## config.mk

```make
export PLATFORM = sky130hd
export DESIGN_NAME = vector_type_decode_and_length_select_top
export DESIGN_NICKNAME = d
export VERILOG_FILES = /design/src/hw/rtl/vtld_pkg.sv /design/src/hw/rtl/vtld_dec_stage.sv /design/src/hw/rtl/vtld_len_stage.sv /design/src/hw/rtl/vtld_out_stage.sv /design/src/hw/rtl/vector_type_decode_and_length_select_top.sv
export SDC_FILE = /design/constraint.sdc
export NUM_CORES = 1
export LEC_CHECK = 0
export ABC_CLOCK_PERIOD_IN_PS = 2200
export BUFFER_PORTS_ARGS = -buffer_cell sky130_fd_sc_hd__buf_2
export CAP_MARGIN = 0
export CORE_ASPECT_RATIO = 2
export CORE_UTILIZATION = 40
export CTS_BUF_LIST = sky130_fd_sc_hd__clkbuf_4 sky130_fd_sc_hd__clkbuf_8 sky130_fd_sc_hd__clkbuf_16
export CTS_CLUSTER_SIZE = 16
export DETAILED_ROUTE_END_ITERATION = 8
export GPL_TIMING_DRIVEN = 0
export HOLD_SLACK_MARGIN = 0.1
export PLACE_DENSITY = 0.76
export SLEW_MARGIN = 20
export SYNTH_ARGS = -nofsm -noshare
export SYNTH_HDL_FRONTEND = slang
export SYNTH_SLANG_ARGS = --single-unit
```

## constraint.sdc

```tcl
create_clock -name i_clk -period 2.2 [get_ports i_clk]
set_input_delay 0.22 -clock i_clk [delete_from_list [all_inputs] [get_ports i_clk]]
set_output_delay 0.22 -clock i_clk [all_outputs]
set_load 0.02 [all_outputs]
```

## src/hw/rtl/vtld_pkg.sv

```systemverilog
// Vector type decode package: vector register length, decoded field types and
// the type word decode function. No dependencies.
`default_nettype none
package vtld_pkg;

    localparam int unsigned VECTOR_REG_BITS = 128;
    localparam int unsigned VLEN_BITS = $clog2(VECTOR_REG_BITS + 1);
    localparam int unsigned OUT_LEN_W = 8;
    localparam int unsigned EXT_W = (VLEN_BITS > OUT_LEN_W) ? VLEN_BITS : OUT_LEN_W;
    localparam logic [VLEN_BITS-1:0] VLEN_VEC = VLEN_BITS'(VECTOR_REG_BITS);

    localparam logic [2:0] LMUL_RSVD = 3'd4;
    localparam logic [2:0] SEW_SHIFT = 3'd3;

    typedef struct packed {
        logic       legal;
        logic [1:0] code;
        logic [1:0] nlog;
        logic [1:0] dlog;
    } t_type_dec;

    typedef struct packed {
        t_type_dec            req;
        t_type_dec            prev;
        logic                 alen_big;
        logic [VLEN_BITS-1:0] alen_low;
        logic                 eew_ok;
        logic [1:0]           eew_log;
    } t_s1;

    typedef struct packed {
        logic                 req_legal;
        logic [1:0]           code;
        logic [1:0]           nlog;
        logic [1:0]           dlog;
        logic [VLEN_BITS-1:0] req_vlmax;
        logic                 prev_legal;
        logic [VLEN_BITS-1:0] prev_vlmax;
        logic                 alen_big;
        logic [VLEN_BITS-1:0] alen_low;
        logic                 eew_ok;
        logic signed [3:0]    mem_exp;
    } t_s2;

    function automatic t_type_dec decode_word(input logic [63:0] w);
        t_type_dec r;
        logic      lmul_ok;
        r.code  = w[4:3];
        r.nlog  = 2'd0;
        r.dlog  = 2'd0;
        lmul_ok = 1'b1;
        case (w[2:0])
            3'd0, 3'd1, 3'd2, 3'd3: r.nlog = w[1:0];
            3'd5: r.dlog = 2'd3;
            3'd6: r.dlog = 2'd2;
            3'd7: r.dlog = 2'd1;
            LMUL_RSVD: lmul_ok = 1'b0;
            default: lmul_ok = 1'b0;
        endcase
        // SEW must not exceed 64 * LMUL
        r.legal = ~(|w[63:8]) & ~w[5] & lmul_ok &
                  (({1'b0, r.code} + {1'b0, r.dlog}) <= (3'd3 + {1'b0, r.nlog}));
        return r;
    endfunction

endpackage
`default_nettype wire

```

## src/hw/rtl/vtld_dec_stage.sv

```systemverilog
// Stage 1: decodes both type words, the memory element width and the length range.
// Depends on vtld_pkg.
`default_nettype none
module vtld_dec_stage (
    input  wire logic          i_clk,
    input  wire logic          i_rst_n,
    input  wire logic          i_valid,
    input  wire logic [63:0]   i_requested_type,
    input  wire logic [63:0]   i_previous_type,
    input  wire logic [63:0]   i_requested_length,
    input  wire logic [6:0]    i_memory_width,
    output logic               o_valid,
    output vtld_pkg::t_s1      o_data
);

    logic          r_valid;
    vtld_pkg::t_s1 r_data;
    vtld_pkg::t_s1 n_data;

    always_comb begin
        n_data.req      = vtld_pkg::decode_word(i_requested_type);
        n_data.prev     = vtld_pkg::decode_word(i_previous_type);
        n_data.alen_big = |i_requested_length[63:vtld_pkg::VLEN_BITS];
        n_data.alen_low = i_requested_length[vtld_pkg::VLEN_BITS-1:0];
        n_data.eew_ok   = (i_memory_width[2:0] == 3'd0) && $onehot(i_memory_width[6:3]);
        case (i_memory_width[6:3])
            4'b0010: n_data.eew_log = 2'd1;
            4'b0100: n_data.eew_log = 2'd2;
            4'b1000: n_data.eew_log = 2'd3;
            default: n_data.eew_log = 2'd0;
        endcase
    end

    always_ff @(posedge i_clk) begin
        if (!i_rst_n) begin
            r_valid <= 1'b0;
        end else begin
            r_valid <= i_valid;
        end
        r_data <= n_data;
    end

    assign o_valid = r_valid;
    assign o_data  = r_data;

endmodule
`default_nettype wire

```

## src/hw/rtl/vtld_len_stage.sv

```systemverilog
// Stage 2: VLMAX for both type words and the effective multiplier exponent.
// Depends on vtld_pkg.
`default_nettype none
module vtld_len_stage (
    input  wire logic          i_clk,
    input  wire logic          i_rst_n,
    input  wire logic          i_valid,
    input  vtld_pkg::t_s1      i_data,
    output logic               o_valid,
    output vtld_pkg::t_s2      o_data
);

    logic                           r_valid;
    vtld_pkg::t_s2                  r_data;
    vtld_pkg::t_s2                  n_data;
    logic [vtld_pkg::VLEN_BITS-1:0] req_vl;
    logic [vtld_pkg::VLEN_BITS-1:0] prev_vl;

    always_comb begin
        req_vl  = ((vtld_pkg::VLEN_VEC >> ({1'b0, i_data.req.code} + vtld_pkg::SEW_SHIFT))
                   << i_data.req.nlog) >> i_data.req.dlog;
        prev_vl = ((vtld_pkg::VLEN_VEC >> ({1'b0, i_data.prev.code} + vtld_pkg::SEW_SHIFT))
                   << i_data.prev.nlog) >> i_data.prev.dlog;
        n_data.req_legal  = i_data.req.legal && (req_vl != '0);
        n_data.code       = i_data.req.code;
        n_data.nlog       = i_data.req.nlog;
        n_data.dlog       = i_data.req.dlog;
        n_data.req_vlmax  = req_vl;
        n_data.prev_legal = i_data.prev.legal && (prev_vl != '0);
        n_data.prev_vlmax = prev_vl;
        n_data.alen_big   = i_data.alen_big;
        n_data.alen_low   = i_data.alen_low;
        n_data.eew_ok     = i_data.eew_ok;
        // log2(EMUL) = log2(EEW/SEW) + log2(LMUL)
        n_data.mem_exp    = $signed({2'b00, i_data.req.nlog}) - $signed({2'b00, i_data.req.dlog})
                          + $signed({2'b00, i_data.eew_log}) - $signed({2'b00, i_data.req.code});
    end

    always_ff @(posedge i_clk) begin
        if (!i_rst_n) begin
            r_valid <= 1'b0;
        end else begin
            r_valid <= i_valid;
        end
        r_data <= n_data;
    end

    assign o_valid = r_valid;
    assign o_data  = r_data;

endmodule
`default_nettype wire

```

## src/hw/rtl/vtld_out_stage.sv

```systemverilog
// Stage 3: granted length, keep-length flag, memory multiplier and result registers.
// Depends on vtld_pkg.
`default_nettype none
module vtld_out_stage (
    input  wire logic          i_clk,
    input  wire logic          i_rst_n,
    input  wire logic          i_valid,
    input  vtld_pkg::t_s2      i_data,
    output logic               o_strobe,
    output logic               o_type_legal,
    output logic [6:0]         o_element_bits,
    output logic [3:0]         o_group_numerator,
    output logic [3:0]         o_group_denominator,
    output logic [7:0]         o_max_length,
    output logic [7:0]         o_granted_length,
    output logic               o_keeps_length,
    output logic               o_memory_legal,
    output logic [3:0]         o_memory_numerator,
    output logic [3:0]         o_memory_denominator
);

    logic                           r_strobe;
    logic                           r_type_legal;
    logic [6:0]                     r_element_bits;
    logic [3:0]                     r_group_numerator;
    logic [3:0]                     r_group_denominator;
    logic [7:0]                     r_max_length;
    logic [7:0]                     r_granted_length;
    logic                           r_keeps_length;
    logic                           r_memory_legal;
    logic [3:0]                     r_memory_numerator;
    logic [3:0]                     r_memory_denominator;
    logic [vtld_pkg::VLEN_BITS-1:0] grant;
    logic [vtld_pkg::EXT_W-1:0]     vl_ext;
    logic [vtld_pkg::EXT_W-1:0]     gr_ext;
    logic signed [3:0]              neg_exp;
    logic                           mem_ok;
    logic                           lg;

    always_comb begin
        lg      = i_data.req_legal;
        grant   = (i_data.alen_big || (i_data.alen_low >= i_data.req_vlmax)) ?
                  i_data.req_vlmax : i_data.alen_low;
        vl_ext  = vtld_pkg::EXT_W'(i_data.req_vlmax);
        gr_ext  = vtld_pkg::EXT_W'(grant);
        neg_exp = -i_data.mem_exp;
        mem_ok  = lg && i_data.eew_ok &&
                  (i_data.mem_exp >= -4'sd3) && (i_data.mem_exp <= 4'sd3);
    end

    always_ff @(posedge i_clk) begin
        if (!i_rst_n) begin
            r_strobe <= 1'b0;
        end else begin
            r_strobe <= i_valid;
        end
        r_type_legal        <= lg;
        r_element_bits      <= lg ? (7'd8 << i_data.code) : 7'd0;
        r_group_numerator   <= lg ? (4'd1 << i_data.nlog) : 4'd0;
        r_group_denominator <= lg ? (4'd1 << i_data.dlog) : 4'd0;
        r_max_length        <= lg ? vl_ext[7:0] : 8'd0;
        r_granted_length    <= lg ? gr_ext[7:0] : 8'd0;
        r_keeps_length      <= lg && i_data.prev_legal &&
                               (i_data.req_vlmax == i_data.prev_vlmax);
        r_memory_legal      <= mem_ok;
        if (!mem_ok) begin
            r_memory_numerator   <= 4'd0;
            r_memory_denominator <= 4'd0;
        end else if (i_data.mem_exp >= 4'sd0) begin
            r_memory_numerator   <= 4'd1 << i_data.mem_exp[1:0];
            r_memory_denominator <= 4'd1;
        end else begin
            r_memory_numerator   <= 4'd1;
            r_memory_denominator <= 4'd1 << neg_exp[1:0];
        end
    end

    assign o_strobe             = r_strobe;
    assign o_type_legal         = r_type_legal;
    assign o_element_bits       = r_element_bits;
    assign o_group_numerator    = r_group_numerator;
    assign o_group_denominator  = r_group_denominator;
    assign o_max_length         = r_max_length;
    assign o_granted_length     = r_granted_length;
    assign o_keeps_length       = r_keeps_length;
    assign o_memory_legal       = r_memory_legal;
    assign o_memory_numerator   = r_memory_numerator;
    assign o_memory_denominator = r_memory_denominator;

endmodule
`default_nettype wire

```

## src/hw/rtl/vector_type_decode_and_length_select_top.sv

```systemverilog
// Top level of the vector type decoder: three register stages, decode, length, output.
// Depends on vtld_pkg, vtld_dec_stage, vtld_len_stage, vtld_out_stage.
//
//  channel  | handshake        | payload
//  ---------+------------------+--------------------------------------------------
//  command  | start, busy      | i_requested_type, i_previous_type,
//           |                  | i_requested_length, i_memory_width
//  result   | o_strobe         | o_type_legal .. o_memory_denominator
//
// One beat in per cycle; busy stays low. After its beat is taken, a result passes one
// pipeline register per stage (decode, VLMAX, output select) before it appears.
// Synchronous active-low reset clears the stage valid bits only.
// The receiver cannot stall, so the pipeline never holds.
`default_nettype none
module vector_type_decode_and_length_select_top (
    input  wire logic        i_clk,
    input  wire logic        i_rst_n,
    input  wire logic        start,
    output logic             busy,
    input  wire logic [63:0] i_requested_type,
    input  wire logic [63:0] i_previous_type,
    input  wire logic [63:0] i_requested_length,
    input  wire logic [6:0]  i_memory_width,
    output logic             o_strobe,
    output logic             o_type_legal,
    output logic [6:0]       o_element_bits,
    output logic [3:0]       o_group_numerator,
    output logic [3:0]       o_group_denominator,
    output logic [7:0]       o_max_length,
    output logic [7:0]       o_granted_length,
    output logic             o_keeps_length,
    output logic             o_memory_legal,
    output logic [3:0]       o_memory_numerator,
    output logic [3:0]       o_memory_denominator
);

    logic          s1_valid;
    vtld_pkg::t_s1 s1_data;
    logic          s2_valid;
    vtld_pkg::t_s2 s2_data;

    assign busy = 1'b0;

    vtld_dec_stage u_dec (
        .i_clk              (i_clk),
        .i_rst_n            (i_rst_n),
        .i_valid            (start & ~busy),
        .i_requested_type   (i_requested_type),
        .i_previous_type    (i_previous_type),
        .i_requested_length (i_requested_length),
        .i_memory_width     (i_memory_width),
        .o_valid            (s1_valid),
        .o_data             (s1_data)
    );

    vtld_len_stage u_len (
        .i_clk   (i_clk),
        .i_rst_n (i_rst_n),
        .i_valid (s1_valid),
        .i_data  (s1_data),
        .o_valid (s2_valid),
        .o_data  (s2_data)
    );

    vtld_out_stage u_out (
        .i_clk                (i_clk),
        .i_rst_n              (i_rst_n),
        .i_valid              (s2_valid),
        .i_data               (s2_data),
        .o_strobe             (o_strobe),
        .o_type_legal         (o_type_legal),
        .o_element_bits       (o_element_bits),
        .o_group_numerator    (o_group_numerator),
        .o_group_denominator  (o_group_denominator),
        .o_max_length         (o_max_length),
        .o_granted_length     (o_granted_length),
        .o_keeps_length       (o_keeps_length),
        .o_memory_legal       (o_memory_legal),
        .o_memory_numerator   (o_memory_numerator),
        .o_memory_denominator (o_memory_denominator)
    );

endmodule
`default_nettype wire

```

Word-level counts from Yosys, hierarchy flattened
Index checks and enable logic that the tools add are counted.
Widths: inputs -> output; s select.

word-level totals
  logic and storage cells = 129
  register bits = 109
  input port bits = 202

cells by class
  shifts and indexed selects = 11
  $lt $le $gt $ge = 6
  bitwise logic cells = 11
  multiplexer cells = 10
  $add $sub $neg = 13
  reduce and logical (&&, ||, !) cells = 21
  eq/ne operators = 19

operators with widths
  kind                 count
  $reduce_or 56->1     3
  $eq 3x3->1 const B   8
  $pmux 2 s3           3
  $reduce_bool 8->1    2
  $shl 1x2->4 const A  4
  $shl 8x2->8          2
  $shr 8x2->8          2
  $shr 8x3->8 const A  2
  $eq 3x2->1 const B   4
  $eq 3x1->1 const B   3
  $logic_not 3->1      3
  $eq 8x8->1           1
  $ge 8x8->1           1
  $logic_and 1x1->1    8
  $mux 8               1
  $reduce_or 4->1      2
  $shl 4x2->7 const A  1
  $add 2x2->3          2
  $add 2x2->3 const A  2
  $add 2x2->3 const B  2
  $and 1x1->1          6
  $le 3x3->1           2
  $not 1->1            5
  $add 1x1->2          2
  other kinds (16)     20

Logic depth before layout (Yosys ltp)
Gate-level depths: netlist of run 1.

  word-level depth = 6
  mapped depth = 10
  depth with buffers taken out = 10

Modules after synthesis
Synthesis of run 1 repeated with hierarchy kept, for this count alone.

second synthesis, totals
  cell total of the unflattened synthesis = 460
  area, all modules = 4504.3 sq um

by module, submodules not included
  module                                    area an instance (sq um)  times used  sequential area each (sq um)  cells each
  vtld_out_stage                            1537.7                    1           800.8                         157
  vtld_len_stage                            1529.0                    1           780.7                         150
  vtld_dec_stage                            1426.4                    1           540.5                         151
  vector_type_decode_and_length_select_top  11.3                      1           0.0                           2

Worst setup path before layout of run 1
No wires, ideal clock.

  kind = register to register
  from = reg u_dec.r_data (netlist bit u_dec.o_data[20])
  to = reg u_len.r_data (netlist bit u_len.o_data[2])
  slack = -151 ps
  stages on the path, launching flop included = 8
  buffers on the path = 1
  data arrival time = 2233 ps
  setup time = 118 ps
  required time = 2082 ps
  cell sequence = dfxtp_1 -> clkbuf_1 -> inv_2 -> fa_1 -> fa_1 -> inv_1 -> fa_1 -> xnor2_1

RTL lines
  item                      line                  source
  start: declaration        vtld_dec_stage.sv:17  vtld_pkg::t_s1 r_data;
  start signal: assignment  vtld_dec_stage.sv:40  r_data <= n_data;
  end signal: assignment    vtld_len_stage.sv:45  r_data <= n_data;
  end: declaration          vtld_len_stage.sv:14  vtld_pkg::t_s2 r_data;

==> impl_results.md, run 1 <==
* Worst Setup Slack, final at -0.0281 ns
* DIE AREA at 0.0116 mm2
* Multi-input logic area at 0.00212 mm2
* Slew Limit Fails at 0
* RSZ-0062 raised after global routing: true
* Initial drt markers at 120
* P_leak at 0.00314 uW
* GP Congestion at 0.992
* Seq/Total Area, Yosys at 47.6%
* Final hold vios at 0
* Synth warn at 0
* Failing checks: negative setup slack
* Overflow after GRT at 0
* Final HPWL DP at 10.1 mm
* Critical path data required time at 2.45 ns
* CORE AREA at 0.0109 mm2
* Area contributors post-synth: dfxtp_1, ha_1, nor4_1, inv_1, nand2_1
* Main synth FF type: dfxtp_1
* Clock Skew at 0.00569 ns
* Register bit total from synthesis at 106
* Worst vdd ir at 490 uV
* Port bufs at 237
* Routed Antenna Nets at 0
* Tightest Pin Transition at 0.644 ns
* Rel. slew slack at 56.7%
* CP Capture Type: register
* First-pass GRT wire length at 18.3 mm
* Register area at 0.00213 mm2
* Post-place setup slack at -0.116 ns
* Via density at 4.92
* Initial antenna violation count at 6
* Starting density of the core at 41.0%
* Endpoints failing setup at 1
* Root buffer cell: clkbuf_16
* Largest net degree at the start of global routing at 21
* Netlist Area Pre-Place at 0.00446 mm2
* First-pass DRT Iterations at 4
* Hold crit path type: input pin to register
* FILL cells at 912
* Layout cells sized above 1 at 38.3%
* Netlist cell types at 47
* I/O pins at 246
* Die Height at 151 um
* Crit start category: register
* Most frequent cells after synthesis: dfxtp_1, inv_1, nor4_1
* FFs w/ async S/R, synth at 0%
* Post-synth EDFFs at 0
* FMAX at 0.449 GHz
* CTS tree: yes
* Drt wl/cell at 14.0 um
* Crit path max fanout at 2
* Vias at 4320
* P&R area growth vs syn at 44.0%
* Synth top area share at 47.6%
* Clk slew on worst S/H paths at 0.07 ns
* Final worst-path cycle share at 101%
* Clock Sinks at 106
* Detailed Route WL at 12.3 mm
* Power Density at 686 mW/mm2
* Vias in the first global route at 4186
* H-tree depth at 3
* Later-pin clock latency in the skew report at 0.35 ns
* Min Tclk post-route at 2.23 ns
* Dominant cell type by area after synthesis: dfxtp_1
* Max-cap viol count at 0
* Die Wd at 76.7 um
* Nets at 969
* Crit path DAT at 2.48 ns
* DRC errors left at 0
* Count leader, synth: dfxtp_1
* TNS Setup at -0.0281 ns
* GRT Total Usage at 20.8%
* # rows at 54
* Longest Clk Path Bufs at 2
* Mapped Cells at 454
* Synth Area per Inst at 9.82 um2
* Critical path type: register to register
* Num CTS Buffers at 9
* Outcome: finished, violations left
repair_timing:
action / CTS / global route
pin swaps: 6 / 4
setup buffers: 4 / 3
endpoints found under the setup margin: 2 / 10
gates resized for setup: 4 / 1
hold endpoints to repair: 15 / 0
hold buffers: 16 / 0
critical path, stage by stage (launching register included):
cell	delay [ns]
dfxtp_2	0.32
inv_2	0.07
ha_4	0.13
inv_2	0.03
fa_1	0.45
fa_1	0.53
inv_2	0.05
fa_2	0.52
inv_1	0.04
final timing paths:
path | start | end | slack [ns] | cells past startpoint
hold reg to reg | u_dec.o_data[2] | u_len.o_data[4] | 0.33 | 0
setup / recovery | u_dec.o_data[21] | u_len.o_data[1] | -0.03 | 8
hold / removal | i_requested_type[29] | u_dec.o_data[25] | 0.13 | 4
setup reg to reg | u_dec.o_data[21] | u_len.o_data[1] | -0.03 | 8
through the flow:
step	util (%)	area, um2	total power [uW]	cells	hold WS (ns)
after floorplan	-	4500	2450	457	0.248
after global placement	53.9	5860	2700	834	0.310
after detailed placement	53.9	5860	2740	834	0.314
after CTS	58.7	6380	4420	870	0.119
after global routing	59.0	6420	4610	877	0.157
final	59.0	6420	4400	878	0.132
state kept, by name (all words and copies together) (netlist names):
signal	count
u_out.o_memory_denominator	4
u_out.o_memory_numerator	4
u_out.o_strobe	1
u_out.o_element_bits	4
u_len.o_data	38
u_dec.o_valid	1
u_out.o_type_legal	1
u_out.o_granted_length	8
u_out.o_memory_legal	1
u_out.o_group_numerator	4
u_out.o_group_denominator	4
u_out.o_keeps_length	1
u_dec.o_data	26
u_out.o_max_length	8
u_len.o_valid	1
power breakdown:
part | internal (uW) | switching, uW
registers | 2000 | 61.8
logic | 360 | 326
clock network | 915 | 735
layout make-up:
type | instances | area share, %
Antenna cell | 5 | 0.195
Buffer | 14 | 1.23
Clock buffer | 9 | 3.51
Clock inverter | 7 | 1.44
Inverter | 51 | 3.02
Multi-Input combinational cell | 286 | 33.0
Sequential cell | 106 | 33.1
Tap cell | 140 | 2.73
Timing Repair Buffer | 260 | 21.8
cell usage in the layout (no fill, tap or decap), types with 11 or more instances in the layout:
cell type,count
mux2i_1,11
buf_4,11
nand2_1,33
dfxtp_1,103
nor4_1,48
nor2_1,22
buf_2,237
dlygate4sd3_1,16
inv_1,46
a21oi_1,12
nand4_1,11
ha_1,31
cells by family after synthesis:
kind of cell,Yosys count,share of synthesized area [%]
XOR/XNOR,13,2.55
multiplexers,11,2.47
AO/OA/AOI/OAI,48,8.06
flip-flops,106,47.6
adder cells (fa/ha/maj),39,12.0
buffers and inverters,65,5.81
AND/OR/NAND/NOR,171,21.5
other,1,0.0841
per-layer routing:
layer  vias up  global-route usage, %  wire length, um
li1       2138                      -                -
met1      1934                   18.7             4170
met2       213                   42.0             6840
met3        33                   3.86              754
met4         2                   12.0              521
met5         -                      0               17
No activity file was read; power rests on OpenSTA's default activity.
==> inputs of run 2 (changes only) <==
--- a/config.mk
+++ b/config.mk
@@ -15,7 +15,8 @@
 export DETAILED_ROUTE_END_ITERATION = 8
 export GPL_TIMING_DRIVEN = 0
 export HOLD_SLACK_MARGIN = 0.1
-export PLACE_DENSITY = 0.76
+export PLACE_DENSITY_LB_ADDON = 0.2
+export SETUP_SLACK_MARGIN = 0.1
 export SLEW_MARGIN = 20
 export SYNTH_ARGS = -nofsm -noshare
 export SYNTH_HDL_FRONTEND = slang
==> run 2 against run 1 <==
- the flow still finishes with violations (negative setup slack)
- sequential share of layout area increased by 0.14 points
- via count shrank 2.1%
- critical path depth did not move
- flip-flop and latch count unchanged
- critical endpoint unchanged
- largest cell class unchanged
- highest routed layer is now met4
==> impl_results.md, run 2 (synthesized netlist as in run 1, its figures left out) <==
* Outcome: finished, violations left
* Failing checks: negative setup slack
* First-pass DRT Iterations at 4 (unchanged)
* Rel. slew slack at 58.3% (+1.6 points)
* Longest Clk Path Bufs at 2 (unchanged)
* Crit start category: register
* Root buffer cell: clkbuf_16
* Layout cells sized above 1 at 38.5% (+0.21 points)
* H-tree depth at 3 (unchanged)
* Num CTS Buffers at 9 (unchanged)
* GRT Total Usage at 19.1% (-1.7 points)
* Hold crit path type: input pin to register
* RSZ-0062 raised after global routing: true
* Tightest Pin Transition at 0.620 ns (-0.0242 ns)
* Max-cap viol count at 0 (unchanged)
* I/O pins at 246 (unchanged)
* Min Tclk post-route at 2.27 ns (+0.0378 ns)
* CORE AREA at 0.0109 mm2 (unchanged)
* Later-pin clock latency in the skew report at 0.35 ns (about the same)
* Initial antenna violation count at 0 (-6)
* Clock Sinks at 106 (unchanged)
* Most common cell after layout, fill and taps aside: buf_2
* GP Congestion at 0.898 (-9.5%)
* Port bufs at 237 (unchanged)
* FF-to-FF Start: u_dec.o_data[21]
* Crit-path cells: inv_2 > ha_4 > inv_2 > fa_1 > fa_1 > inv_2 > fa_2 > inv_1
* Hold depth at 2 (-2)
* DIE AREA at 0.0116 mm2 (unchanged)
* Crit path DAT at 2.52 ns (+0.04 ns)
* FILL cells at 960 (+5.3%)
* Internal reg-to-reg setup slack at -0.07 ns (-0.04 ns)
* Power Density at 695 mW/mm2 (+1.4%)
* CP max stage delay at 0.55 ns (+0.02 ns)
* Critical path type: register to register
* Min-Delay Endpoint: u_len.o_valid
* Vias in the first global route at 4067 (-2.8%)
* Worst vdd ir at 594 uV (+21%)
* Worst hold start: i_rst_n
* Post-place setup slack at -0.0940 ns (+0.0220 ns)
* Bufs and invs on worst path at 4 (unchanged)
* Crit path max fanout at 2 (unchanged)
* Worst path top cell family by delay: adder cells
* Hold Slack at 0.110 ns (-0.0225 ns)
* Vias at 4230 (-2.1%)
* Clock Skew at 0.00755 ns (+0.00186 ns)
* Nets at 965 (-0.41%)
* Clk slew on worst S/H paths at 0.07 ns (about the same)
* Routed Antenna Nets at 0 (unchanged)
* Die Wd at 76.7 um (unchanged)
* FMAX at 0.441 GHz (-1.7%)
* Worst r2r path cells at 8 (unchanged)
* Worst Setup Slack, final at -0.0659 ns (-0.0378 ns)
* CP max-delay cell: fa_2
* Most frequent CP cell: inv_2
* Critical path data required time at 2.45 ns (about the same)
* Placed cell area at 0.00586 mm2 (unchanged)
* P&R area growth vs syn at 43.4%
* Overflow after GRT at 0 (unchanged)
* Detailed Route WL at 11.2 mm (-8.9%)
* Final HPWL DP at 9.30 mm (-7.9%)
* CP Capture Type: register
* # rows at 54 (unchanged)
* Worst R2R End: u_len.o_data[1]
* Most frequent cells in the layout: buf_2, dfxtp_1, nor4_1
* Endpoints failing setup at 2 (+1)
* Max FFs per register at 38 (unchanged)
* CTS tree: yes
* TNS Setup at -0.101 ns (-0.0725 ns)
* Final worst-path cycle share at 103% (+1.7 points)
* Die Height at 151 um (unchanged)
* Largest net degree at the start of global routing at 18 (-14%)
* Final hold vios at 0 (unchanged)
* P_leak at 0.00314 uW (-0.18%)
* Drt wl/cell at 12.9 um (-8.0%)
* Slew Limit Fails at 0 (unchanged)
* Ant diodes at 0 (-5)
* First-pass GRT wire length at 17.1 mm (-6.2%)
* DRC errors left at 0 (unchanged)
* Via density at 4.87 (-1.1%)
* Design area at 0.00639 mm2 (-0.41%)
* Starting density of the core at 41.0% (unchanged)
* Initial drt markers at 147 (+23%)
## run 2: cell count changes in the layout (fill, tap and decap cells not counted), sizes merged, moves of 2 or more
| cell | change |
|---|---|
| diode | -5 |
| inv | -4 |
| dlygate4sd3 | -3 |
| clkinvlp | +2 |
## run 2: stage by stage
step	instances	utilization [%]	power, uW
floorplan	457	-	2450
global placement	834	53.9	2690
detailed placement	834	53.9	2730
CTS	867	58.4	4470
global route	869	58.8	4660
finish	869	58.8	4440
## run 2: metal layers
| layer | share of wire [%] | global-route usage (%) | up-vias |
|---|---|---|---|
| li1 | - | - | 2124 |
| met1 | 36 | 18.2 | 1898 |
| met2 | 57 | 38.8 | 188 |
| met3 | 5.1 | 2.89 | 20 |
| met4 | 2.2 | 9.23 | 0 |
| met5 | 0 | 0 | - |
## run 2: what timing repair did
action | in CTS | in global routing
endpoints found under the hold margin | 13 | 0
gates resized for setup | 3 | 3
hold buffers | 13 | 0
pin swaps | 3 | 1
endpoints found under the setup margin | 6 | 11
setup buffers | 4 | 2
## run 2: worst max path at each step
stage | startpoint | to | slack [ns] | cells past startpoint
final | u_dec.o_data[21] | u_len.o_data[1] | -0.07 | 8
after detailed placement | i_requested_type[0] | u_dec.o_data[25] | -0.09 | 11
after global routing | u_dec.o_data[21] | u_len.o_data[1] | -0.13 | 8
after floorplan | u_dec.o_data[19] | u_len.o_data[2] | 0.003 | 7
after global placement | u_dec.o_data[20] | u_len.o_data[2] | -0.07 | 7
after CTS | u_dec.o_data[21] | u_len.o_data[1] | -0.06 | 8
## run 2: cell type report
cell class / instances / area (um2) / share of cell area, %
Tap cell: 140 / 175 / 2.74
Sequential cell: 106 / 2130 / 33.3
Buffer: 14 / 78.8 / 1.23
Multi-Input combinational cell: 286 / 2110 / 33.1
Clock inverter: 6 / 88.8 / 1.39
Inverter: 51 / 196 / 3.07
Clock buffer: 10 / 239 / 3.74
Timing Repair Buffer: 256 / 1370 / 21.5
## run 2: report_power, final
group	switching, uW	total (uW)	internal, uW
registers	60.8	2070	2010
logic	318	669	351
clock network	680	1710	1030
total	1060	4440	3390
